File: src/siq_pkg.sv
// Package for the sorted insertion queue: beat payload types, the stored entry
// type, operation and status codes, and sequencer states.
// No dependencies; used by siq_store and sorted_insertion_queue_top.
package siq_pkg;

   // Operation codes carried in the request beat.
   localparam logic OP_INSERT = 1'b0;
   localparam logic OP_POP    = 1'b1;

   // Result status codes.
   localparam logic [1:0] STATUS_INSERTED = 2'd0;
   localparam logic [1:0] STATUS_POPPED   = 2'd1;
   localparam logic [1:0] STATUS_FULL     = 2'd2;
   localparam logic [1:0] STATUS_EMPTY    = 2'd3;

   // Request beat.
   typedef struct packed {
      logic        op;
      logic [15:0] customer_id;
      logic [7:0]  item_count;
      logic [2:0]  customer_type;
   } req_type;

   // Result beat.
   typedef struct packed {
      logic [1:0]  status;
      logic [15:0] out_customer_id;
      logic [7:0]  out_item_count;
      logic [2:0]  out_customer_type;
      logic [4:0]  occupancy;
   } rsp_type;

   // One stored list entry.
   typedef struct packed {
      logic [15:0] id;
      logic [7:0]  count;
      logic [2:0]  ctype;
   } entry_type;

   // Sequencer states.
   typedef enum logic [2:0] {
      ST_IDLE,
      ST_SEARCH,
      ST_SHIFT,
      ST_PLACE,
      ST_POP_HEAD,
      ST_POP_SHIFT
   } state_type;

endpackage

File: src/siq_store.sv
// Entry memory for the sorted insertion queue: one write port and one read
// port with registered read data. Depends on siq_pkg for the entry type.
module siq_store #(
   parameter int DEPTH = 16,
   parameter int AW    = 4
) (
   input  logic                  clock,
   input  logic                  wr_en,
   input  logic [AW-1:0]         wr_addr,
   input  siq_pkg::entry_type    wr_data,
   input  logic [AW-1:0]         rd_addr,
   output siq_pkg::entry_type    rd_data
);

   siq_pkg::entry_type mem [DEPTH];
   siq_pkg::entry_type rd_data_ff;

   // Write port.
   always_ff @(posedge clock) begin
      if (wr_en) begin
         mem[wr_addr] <= wr_data;
      end
   end

   // Read port, data registered.
   always_ff @(posedge clock) begin
      rd_data_ff <= mem[rd_addr];
   end

   assign rd_data = rd_data_ff;

endmodule

File: src/sorted_insertion_queue_top.sv
// Top level of the sorted insertion queue: command interface, sequencer and
// the single key comparator. Depends on siq_pkg and siq_store.
//
//   channel   ports                          direction  handshake
//   request   start, busy, req_data          in         start high, busy low
//   result    rsp_strobe, rsp_data           out        strobe, one cycle
//   config    csr_we, csr_wdata              in         write enable
//
// An insert walks from the head to its place, moves any entries behind it one
// place toward the tail and writes the new entry; a pop reports the head and
// moves the rest toward the head. A dropped insert or a pop on an empty list is
// reported from idle. The memory ports compare or move one entry per cycle.
// Reset is synchronous and empties the list; entry contents are not cleared.
// The receiver cannot stall: each result shows for exactly one cycle.
module sorted_insertion_queue_top #(
   parameter int DEPTH = 16
) (
   input  logic              clock,
   input  logic              reset,
   input  logic              start,
   output logic              busy,
   input  siq_pkg::req_type  req_data,
   output logic              rsp_strobe,
   output siq_pkg::rsp_type  rsp_data,
   input  logic              csr_we,
   input  logic              csr_wdata
);

   localparam int AW = (DEPTH > 1) ? $clog2(DEPTH) : 1;
   localparam int CW = $clog2(DEPTH + 1);

   siq_pkg::state_type state_ff, state_in;
   logic [CW-1:0]      fill_ff, fill_in;
   logic [CW-1:0]      idx_ff, idx_in;
   logic [CW-1:0]      pos_ff, pos_in;
   siq_pkg::req_type   item_ff, item_in;
   logic               sort_ff;
   logic               rsp_valid_ff, rsp_valid_in;
   siq_pkg::rsp_type   rsp_ff, rsp_in;

   logic               wr_en;
   logic [AW-1:0]      wr_addr;
   siq_pkg::entry_type wr_data;
   logic [AW-1:0]      rd_addr;
   siq_pkg::entry_type rd_data;

   logic               accept;
   logic [CW-1:0]      idx_inc;
   logic [CW-1:0]      idx_dec;
   logic               key_greater;
   siq_pkg::entry_type new_entry;

   // Sort key: item count, or customer type widened to the count width.
   function automatic logic [7:0] key_of(input logic [7:0] count,
                                         input logic [2:0] ctype,
                                         input logic       by_type);
      key_of = by_type ? {5'd0, ctype} : count;
   endfunction

   assign accept  = start && (state_ff == siq_pkg::ST_IDLE);
   assign busy    = (state_ff != siq_pkg::ST_IDLE);
   assign idx_inc = idx_ff + CW'(1);
   assign idx_dec = idx_ff - CW'(1);

   assign new_entry = '{id: item_ff.customer_id, count: item_ff.item_count,
                        ctype: item_ff.customer_type};

   // The single comparator, used by the search: stored entry key against the new key.
   assign key_greater = key_of(rd_data.count, rd_data.ctype, sort_ff)
                        > key_of(item_ff.item_count, item_ff.customer_type, sort_ff);

   // Entry memory.
   siq_store #(
      .DEPTH (DEPTH),
      .AW    (AW)
   ) u_store (
      .clock   (clock),
      .wr_en   (wr_en),
      .wr_addr (wr_addr),
      .wr_data (wr_data),
      .rd_addr (rd_addr),
      .rd_data (rd_data)
   );

   // Control registers.
   always_ff @(posedge clock) begin
      if (reset) begin
         state_ff     <= siq_pkg::ST_IDLE;
         fill_ff      <= '0;
         sort_ff      <= 1'b0;
         rsp_valid_ff <= 1'b0;
      end else begin
         state_ff     <= state_in;
         fill_ff      <= fill_in;
         rsp_valid_ff <= rsp_valid_in;
         if (csr_we) begin
            sort_ff <= csr_wdata;
         end
      end
   end

   // Payload and index registers.
   always_ff @(posedge clock) begin
      idx_ff  <= idx_in;
      pos_ff  <= pos_in;
      item_ff <= item_in;
      rsp_ff  <= rsp_in;
   end

   // Sequencer: next state, memory port control and result beat.
   always_comb begin
      state_in     = state_ff;
      fill_in      = fill_ff;
      idx_in       = idx_ff;
      pos_in       = pos_ff;
      item_in      = item_ff;
      rsp_valid_in = 1'b0;
      rsp_in       = rsp_ff;
      wr_en        = 1'b0;
      wr_addr      = idx_inc[AW-1:0];
      wr_data      = rd_data;
      rd_addr      = '0;

      unique case (state_ff)
         siq_pkg::ST_IDLE: begin
            if (accept) begin
               item_in = req_data;
               idx_in  = '0;
               rsp_in  = '0;
               if (req_data.op == siq_pkg::OP_INSERT) begin
                  if (fill_ff == CW'(DEPTH)) begin
                     rsp_valid_in     = 1'b1;
                     rsp_in.status    = siq_pkg::STATUS_FULL;
                     rsp_in.occupancy = 5'(fill_ff);
                  end else if (fill_ff == '0) begin
                     pos_in   = '0;
                     state_in = siq_pkg::ST_PLACE;
                  end else begin
                     state_in = siq_pkg::ST_SEARCH;
                  end
               end else begin
                  if (fill_ff == '0) begin
                     rsp_valid_in     = 1'b1;
                     rsp_in.status    = siq_pkg::STATUS_EMPTY;
                     rsp_in.occupancy = 5'(fill_ff);
                  end else begin
                     state_in = siq_pkg::ST_POP_HEAD;
                  end
               end
            end
         end

         // Walk from the head to the first entry whose key is greater, or to the tail.
         siq_pkg::ST_SEARCH: begin
            if (key_greater) begin
               pos_in   = idx_ff;
               idx_in   = fill_ff - CW'(1);
               rd_addr  = idx_in[AW-1:0];
               state_in = siq_pkg::ST_SHIFT;
            end else if (idx_inc == fill_ff) begin
               pos_in   = fill_ff;
               state_in = siq_pkg::ST_PLACE;
            end else begin
               idx_in  = idx_inc;
               rd_addr = idx_inc[AW-1:0];
            end
         end

         // Move entries one place toward the tail, from the tail down.
         siq_pkg::ST_SHIFT: begin
            wr_en   = 1'b1;
            wr_addr = idx_inc[AW-1:0];
            wr_data = rd_data;
            if (idx_ff == pos_ff) begin
               state_in = siq_pkg::ST_PLACE;
            end else begin
               idx_in  = idx_dec;
               rd_addr = idx_dec[AW-1:0];
            end
         end

         // Write the new entry into its slot and report.
         siq_pkg::ST_PLACE: begin
            wr_en            = 1'b1;
            wr_addr          = pos_ff[AW-1:0];
            wr_data          = new_entry;
            fill_in          = fill_ff + CW'(1);
            rsp_valid_in     = 1'b1;
            rsp_in           = '0;
            rsp_in.status    = siq_pkg::STATUS_INSERTED;
            rsp_in.occupancy = 5'(fill_in);
            state_in         = siq_pkg::ST_IDLE;
         end

         // Head entry is on the read port: report it, then close the gap.
         siq_pkg::ST_POP_HEAD: begin
            fill_in                  = fill_ff - CW'(1);
            rsp_valid_in             = 1'b1;
            rsp_in.status            = siq_pkg::STATUS_POPPED;
            rsp_in.out_customer_id   = rd_data.id;
            rsp_in.out_item_count    = rd_data.count;
            rsp_in.out_customer_type = rd_data.ctype;
            rsp_in.occupancy         = 5'(fill_in);
            if (fill_ff == CW'(1)) begin
               state_in = siq_pkg::ST_IDLE;
            end else begin
               idx_in   = CW'(1);
               rd_addr  = AW'(1);
               state_in = siq_pkg::ST_POP_SHIFT;
            end
         end

         // Move entries one place toward the head.
         siq_pkg::ST_POP_SHIFT: begin
            wr_en   = 1'b1;
            wr_addr = idx_dec[AW-1:0];
            wr_data = rd_data;
            if (idx_ff == fill_ff) begin
               state_in = siq_pkg::ST_IDLE;
            end else begin
               idx_in  = idx_inc;
               rd_addr = idx_inc[AW-1:0];
            end
         end

         default: begin
            state_in = siq_pkg::ST_IDLE;
         end
      endcase
   end

   assign rsp_strobe = rsp_valid_ff;
   assign rsp_data   = rsp_ff;

`ifndef NO_ASSERTIONS
   // The fill level never passes the list depth.
   a_fill_bound: assert property (@(posedge clock) disable iff (reset)
      fill_ff <= CW'(DEPTH))
      else $error("fill level above depth");

   // A reported occupancy matches the fill level it leaves behind.
   a_occupancy: assert property (@(posedge clock) disable iff (reset)
      rsp_strobe |-> rsp_data.occupancy == 5'(fill_ff))
      else $error("occupancy does not match fill level");

   // An accepted beat either reports at once or keeps the block busy.
   a_accept_progress: assert property (@(posedge clock) disable iff (reset)
      (start && !busy) |=> (busy || rsp_strobe))
      else $error("accepted beat made no progress");

   // Entry writes go no further than the first free slot after the stored list.
   a_write_range: assert property (@(posedge clock) disable iff (reset)
      wr_en |-> {1'b0, wr_addr} <= {1'b0, fill_ff})
      else $error("entry write beyond fill level");
`endif

endmodule

File: config.mk
export PLATFORM = sky130hd
export DESIGN_NAME = sorted_insertion_queue_top
export DESIGN_NICKNAME = d
export VERILOG_FILES = /design/src/siq_pkg.sv /design/src/siq_store.sv /design/src/sorted_insertion_queue_top.sv
export SDC_FILE = /design/constraint.sdc
export NUM_CORES = 1
export LEC_CHECK = 0
export BUFFER_PORTS_ARGS = -buffer_cell sky130_fd_sc_hd__buf_4
export CELL_PAD_IN_SITES_DETAIL_PLACEMENT = 1
export CELL_PAD_IN_SITES_GLOBAL_PLACEMENT = 1
export CORE_AREA = 4 4 239 241
export DETAILED_ROUTE_END_ITERATION = 8
export DIE_AREA = 0 0 243 245
export PLACE_DENSITY = 0.69
export SLEW_MARGIN = 25
export SYNTH_ARGS = -nofsm -noshare
export SYNTH_HDL_FRONTEND = slang
export SYNTH_SLANG_ARGS = --single-unit
File: constraint.sdc
create_clock -name clock -period 11.79 [get_ports clock]
set_clock_uncertainty 0.15 [all_clocks]
set_input_delay 2.358 -clock clock [delete_from_list [all_inputs] [get_ports clock]]
set_output_delay 2.358 -clock clock [all_outputs]
set_load 0.01 [all_outputs]
* Yosys cells after proc, flatten, opt, wreduce, memory -nomap -nowiden *
Memory sizes are Yosys's and may differ from the RTL's. A register that Yosys moved wholly into a read port is not among the register bits.
Index checks and enable logic that the tools add are counted.

operators by class
  add/sub/neg operators = 4
  $lt $le $gt $ge = 1
  equality and inequality tests = 23
  mux-type cells = 52
  reduce and logical (&&, ||, !) cells = 15

operators by type and width
  operator                                             number
  one-hot mux 34 bit (3 select lines)                  1
  two-way mux 5 bit                                    15
  two-way mux 34 bit                                   1
  two-way mux 27 bit                                   1
  two-way mux 3 bit                                    9
  one-hot mux 5 bit (5 select lines)                   1
  one-hot mux 5 bit (2 select lines)                   2
  AND reduction 6 bit                                  3
  two-way mux 4 bit                                    4
  two-way mux 8 bit                                    2
  != test 2 bit, second input constant                 8
  one-hot mux 4 bit (4 select lines)                   1
  equality test 5 bit                                  3
  one-hot mux 3 bit (5 select lines)                   1
  != test 3 bit, second input constant                 4
  adder 5 x 1 -> 5 bit, second input constant          2
  subtractor 5 x 1 -> 5 bit, second input constant     2
  greater-than comparator 8 bit                        1
  two-way mux 1 bit                                    8
  two-way mux 2 bit                                    4
  one-hot mux 4 bit (2 select lines)                   1
  equality test 3 x 2 -> 1 bit, second input constant  2
  equality test 3 bit, second input constant           2
  nonzero test 3 bit                                   2
  13 further kinds                                     15

storage, ports and cells
  bits in registers = 81
  RAM bits = 432
  memories = 1

memory list
  memory       depth  bits a word  rd ports  clocked after memory_dff  write ports  line             source
  u_store.mem  16     27           1         1                         1            siq_store.sv:15  siq_pkg::entry_type mem [DEPTH];

* Depth between registers and ports, before layout *
  word-level depth = 6
  gate-level depth with buffers = 16

* Modules after synthesis *
A second synthesis with hierarchy kept.

second synthesis, totals
  cells, all modules = 1176
  area, all modules = 21513.1 sq um

modules (own cells, without submodules)
  module                      times used  cells each  area each (sq um)  sequential area each (sq um)
  siq_store                   1           710         16892.5            13513.0
  sorted_insertion_queue_top  1           466         4620.7             2332.2

* Least setup slack after synthesis *
OpenSTA, ideal clock, no wires.

  path type = register to register
  start point = reg sort_ff
  end point = reg u_store.rd_data[22] (netlist name)
  library setup time = 0.134 ns
  arrival = 3.817 ns
  data required time = 11.506 ns
  slack = 7.689 ns
  stages on the path, launching flop included = 16
  period minus slack after synthesis = 4.101 ns
  path through = dfxtp_1 -> clkbuf_1 -> clkbuf_1 -> mux2i_1 -> ha_1 -> nor2b_1 -> o211ai_1 -> o2111a_1 -> nor2_1 -> clkbuf_1 -> o31a_4 -> nand2_4 -> buf_1 -> mux2i_1 -> o22ai_1 -> or4_1

between the ends
  cells in the longest elaborated chain, start to end = 4
  elaborated cells on any way between the ends = 5
  classes of those cells = order compare (1); mux (4)

RTL lines
  item                                  line                               source
  start: declaration                    sorted_insertion_queue_top.sv:37   logic sort_ff;
  start signal: assignment              sorted_insertion_queue_top.sv:97   sort_ff <= csr_wdata;
  two-way mux 8 bit                     sorted_insertion_queue_top.sv:57   key_of = by_type ? {5'd0, ctype} : count;
  greater-than comparator 8 bit *       sorted_insertion_queue_top.sv:70   > key_of(item_ff.item_count, item_ff.customer_type, sort_ff);
  two-way mux 4 bit *                   sorted_insertion_queue_top.sv:155  if (key_greater) begin
  one-hot mux 4 bit (4 select lines) *  sorted_insertion_queue_top.sv:124  unique case (state_ff)

Every way passes the cells marked *; elsewhere a longest branch is shown, timed or not.
A chain may end at the register's enable or synchronous reset.

* Worst setup path in the final report *
  start point = reg sort_ff
  end point = reg u_store.rd_data[9] (netlist name)

between the ends
  cells in the longest elaborated chain, start to end = 4
  elaborated cells on any way between the ends = 5
  classes of those cells = order compare (1); mux (4)

RTL lines
  item                                  line
  two-way mux 8 bit                     sorted_insertion_queue_top.sv:57
  greater-than comparator 8 bit *       sorted_insertion_queue_top.sv:70
  two-way mux 4 bit *                   sorted_insertion_queue_top.sv:155
  one-hot mux 4 bit (4 select lines) *  sorted_insertion_queue_top.sv:124

Marked as above.

==> summary.log <==
[floorplanning] num ports 69
[worst_setup_path] CP endpoint kind flip-flop
[detailed_routing] via count 12300
[global_route] number of antenna violations at the first check in global routing 0
[synth] total nets after synthesis 1434
[min_path] Worst Hold Class flip-flop to flip-flop
[timing] final hold violation count 0
[clocking] clock insertion delay at the later pin of the skew report 0.61 ns
[synth] leading register cell type out of synthesis sky130_fd_sc_hd__edfxtp_1
[timing] worst-case hold slack 0.420 ns
[final_layout] share of post-route cells with drive strength above 1 14.5%
[synth] share of the synthesized area in the top cell type 69.4%
[placed_design] pre-CTS setup slack 6.38 ns
[synth] complex-gate fraction of the synthesized area 6.16%
[final_layout] layout overhead on the synthesized area 14.5%
[timing] final setup TNS 0 ns
[placed_design] number of buffers added on ports 68
[worst_setup_path] Worst Path Arrival 5.73 ns
[placed_design] total half-perimeter wirelength after legalization and detailed placement 30.1 mm
[synth] ranking of synthesized cells by area sky130_fd_sc_hd__edfxtp_1 69%, sky130_fd_sc_hd__mux2i_1 9.9%, sky130_fd_sc_hd__dfxtp_1 3.4%
[synth] area share of xor/xnor cells in the synthesized design 0.995%
[status] status complete, no violations
[synth] area fraction in and, or, nand and nor cells after synthesis 7.02%
[power_and_ir_drop] maximum VDD drop 0.250 mV
[floorplanning] Die ar. 59500 um2
[timing] portion of the clock cycle consumed by the worst path in the final layout 45.9%
[worst_setup_path] Max FO, Critical Path 132
[detailed_routing] Routed WL per cell 25.8 um
[synth] cell area after synthesis 21800 um2
[worst_setup_path] CP Buf/Inv Count 1
[clocking] maximum root-to-sink buffer count 3
[synth] Post-Syn Area per Cell 15.7 um2
[timing] worst setup margin 6.38 ns
[detailed_routing] number of design rule violations left after detail routing 0
[clocking] level count of the clock H-tree 2
[timing] peak clock frequency supported by timing 185 MHz
[synth] main combinational cell family by area after synthesis multiplexers
[worst_setup_path] critical path data required time 12.11 ns
[placed_design] final weighted congestion of routability-driven global placement 0.835
[timing] setup repair after global routing missed its margin no
[power_and_ir_drop] Power Dens Cells 275 nW/um2
[clocking] number of buffers inserted to repair setup after CTS 0
[clocking] hold buffer count at cts 0
[worst_setup_path] slowest cell delay on critical path 0.74 ns
[detailed_routing] Routed Wire Length 56.9 mm
[worst_setup_path] cell depth of the worst setup path 12
[timing] Worst-Margin Slew 1.12 ns
[global_route] total global-route track usage 18.8%
[synth] number of flops mapped to enable cells by yosys 503
[clocking] CTS tree yes
[worst_setup_path] cell count of the worst reg-to-reg path 12
[detailed_routing] iteration-0 DRC count of the detailed router 915
[worst_setup_path] launch point of the worst reg-to-reg path sort_ff$_SDFFE_PP0P_
[timing] normalized max-slew margin 25.2%
[synth] top cells by instance count after synthesis 503 x sky130_fd_sc_hd__edfxtp_1, 216 x sky130_fd_sc_hd__mux2i_1, 132 x sky130_fd_sc_hd__nand2_1
[synth] cell count after synthesis 1388
[clocking] Num CTS Buffers 54
[synth] number of library cell types mapped by synthesis 68
[worst_setup_path] Reg2Reg Capture Point u_store.rd_data[9]$_DFF_P_
[synth] count of yosys warnings during synthesis 0
[final_layout] count of antenna diodes in the layout 0
[power_and_ir_drop] leakage power of the design 8.24 nW
[clocking] CTS Root Cell sky130_fd_sc_hd__clkbuf_16
[synth] cell taking the most area after synthesis sky130_fd_sc_hd__edfxtp_1
[final_layout] number of non-filler instances in the completed layout 2204
[timing] final-report max-slew violation count 0
[global_route] global-route wire length before repair 83.9 mm
[floorplanning] num rows 86
[synth] number of flip-flops and latches in the synthesized netlist 540
[timing] final critical-path required period 5.41 ns
[synth] share of synthesized area occupied by flip-flops and latches 72.8%
[global_route] overall overflow remaining after global route 0
[final_layout] nets@finish 1500
[detailed_routing] remaining antenna violation count 0
[floorplanning] standard cell core area 54900 um2
[worst_setup_path] Worst path top cell family by delay simple AND/OR/NAND/NOR gates
[worst_setup_path] cell chain of the critical path mux2_2 -> ha_1 -> nor2b_1 -> o211ai_1 -> o2111a_1 -> nor2_1 -> o31a_4 -> nand2_8 -> buf_12 -> mux2i_1 -> o22ai_1 -> or4_1
[worst_setup_path] master of the slowest instance on the critical path sky130_fd_sc_hd__buf_12
[worst_setup_path] last element of the critical path u_store.rd_data[9]$_DFF_P_
[clocking] TritonCTS sink count 540
[floorplanning] overall die height 245 um
[worst_setup_path] CP startpoint kind flip-flop
[detailed_routing] DR pass1 iterations 5
[synth] share of flip-flops with an asynchronous set or reset 0%
[floorplanning] starting density of the core 39.7%
[timing] final count of negative-setup-slack endpoints 0
[worst_setup_path] Crit Path Class flip-flop to flip-flop
[clocking] quantity of gates resized following cts 0
[floorplanning] die boundary width 243 um
[synth] arithmetic-cell share of the synthesized area counting full adders, half adders and majority gates 0.747%
[global_route] maximum number of pins on one net before global-route repair 133
[synth] most frequently used cell type in the post-synthesis netlist sky130_fd_sc_hd__edfxtp_1
[worst_setup_path] reg2reg setup slack 6.38 ns
[flow_run] max capacitance violation total 0
[worst_setup_path] start point of the critical path sort_ff$_SDFFE_PP0P_
[clocking] CTS clk-pin slew, worst paths 0.06 ns
[placed_design] placed cell count 2102
[synth] share of cell area taken by muxes after synthesis 10.1%
[global_route] via count of the first global-routing pass 13100
[detailed_routing] via density per instance 5.57
[flip-flops by register name (all words and copies together), names as in the netlist]
signal,cells
fill_ff,5
pos_ff,5
state_ff,3
sort_ff,1
u_store.mem,432
item_ff,27
u_store.rd_data,27
rsp_data,34
rsp_strobe,1
idx_ff,5
[how the worst min path moves through the flow]
| stage | startpoint | endpoint | slack, ns | depth (start not counted) |
|---|---|---|---|---|
| 2_1_floorplan | u_store.rd_data[11]$_DFF_P_ | rsp_data[16]$_DFFE_PP_ | 0.39 | 1 |
| 3_3_place_gp | u_store.rd_data[24]$_DFF_P_ | rsp_data[29]$_DFFE_PP_ | 0.41 | 1 |
| 3_5_place_dp | u_store.rd_data[20]$_DFF_P_ | rsp_data[25]$_DFFE_PP_ | 0.40 | 1 |
| 4_1_cts | u_store.rd_data[24]$_DFF_P_ | rsp_data[29]$_DFFE_PP_ | 0.42 | 1 |
| 5_1_grt | u_store.rd_data[26]$_DFF_P_ | rsp_data[31]$_DFFE_PP_ | 0.44 | 1 |
| 6_report | u_store.rd_data[24]$_DFF_P_ | rsp_data[29]$_DFFE_PP_ | 0.42 | 1 |
[cell usage in the layout, fill, tap and decap left out, types with 5 or more instances in the layout]
cell and instances:
sky130_fd_sc_hd__and2_1 5, sky130_fd_sc_hd__clkinv_2 7, sky130_fd_sc_hd__nand2_1 130, sky130_fd_sc_hd__clkbuf_8 5, sky130_fd_sc_hd__nand2b_1 8, sky130_fd_sc_hd__clkbuf_1 11, sky130_fd_sc_hd__or4_1 26, sky130_fd_sc_hd__xnor2_1 9
sky130_fd_sc_hd__a31oi_1 5, sky130_fd_sc_hd__nand3_1 7, sky130_fd_sc_hd__nor2_4 16, sky130_fd_sc_hd__o22ai_1 112, sky130_fd_sc_hd__nor2b_1 11, sky130_fd_sc_hd__dfxtp_1 36, sky130_fd_sc_hd__mux2i_1 216, sky130_fd_sc_hd__bufinv_16 8
sky130_fd_sc_hd__inv_1 8, sky130_fd_sc_hd__nand3_2 5, sky130_fd_sc_hd__clkbuf_16 55, sky130_fd_sc_hd__edfxtp_1 503, sky130_fd_sc_hd__and3_1 30, sky130_fd_sc_hd__clkinv_1 10, sky130_fd_sc_hd__nor3_1 8, sky130_fd_sc_hd__nor2_1 29
sky130_fd_sc_hd__xor2_1 12, sky130_fd_sc_hd__buf_4 91, sky130_fd_sc_hd__o211ai_1 5, sky130_fd_sc_hd__a21oi_1 24, sky130_fd_sc_hd__o21ai_0 10, sky130_fd_sc_hd__ha_1 13
[where the power goes]
part | internal [mW] | switching (mW) | total, mW | leakage [nW]
sequential | 2.64 | 0.158 | 2.80 | 4.91
combinational | 0.778 | 1.49 | 2.27 | 2.42
clock | 1.06 | 0.731 | 1.80 | 0.906
[area by class of cell]
type / instances / area (um2)
tap: 704 / 881
fill: 5338 / 30000
clock inverter: 31 / 374
clock buffer: 71 / 1490
multi-input combinational: 758 / 5600
sequential: 540 / 15800
inverter: 8 / 30.0
timing repair buffer: 92 / 703
[stage by stage]
step | cell area, um2 | util (%) | power, mW
after floorplan | 21800 | - | 4.36
after global placement | 23100 | 42.0 | 5.02
after detailed placement | 23100 | 42.0 | 5.10
after CTS | 24900 | 45.4 | 6.92
after global routing | 24900 | 45.4 | 7.21
final | 24900 | 45.4 | 6.86
[cells by family (layout without fill, tap and decap cells)]
group	Yosys count	in the layout
and+or+nand+nor	300	300
xor gates and xnor gates	23	23
AOI/OAI and AO/OA	202	202
muxes	220	220
buffers and inverters	90	202
DFF	540	540
adders and majority gates	13	13
[metal layers]
layer / vias to the layer above / track usage, % / share of wire (%)
met1: 6344 / 24.1 / 42
li1: 5529 / - / -
met3: 91 / 3.27 / 4.7
met4: 0 / 5.23 / 2.3
met5: - / 0 / 0
met2: 323 / 33.1 / 51
(Power assumes the default switching activity.)
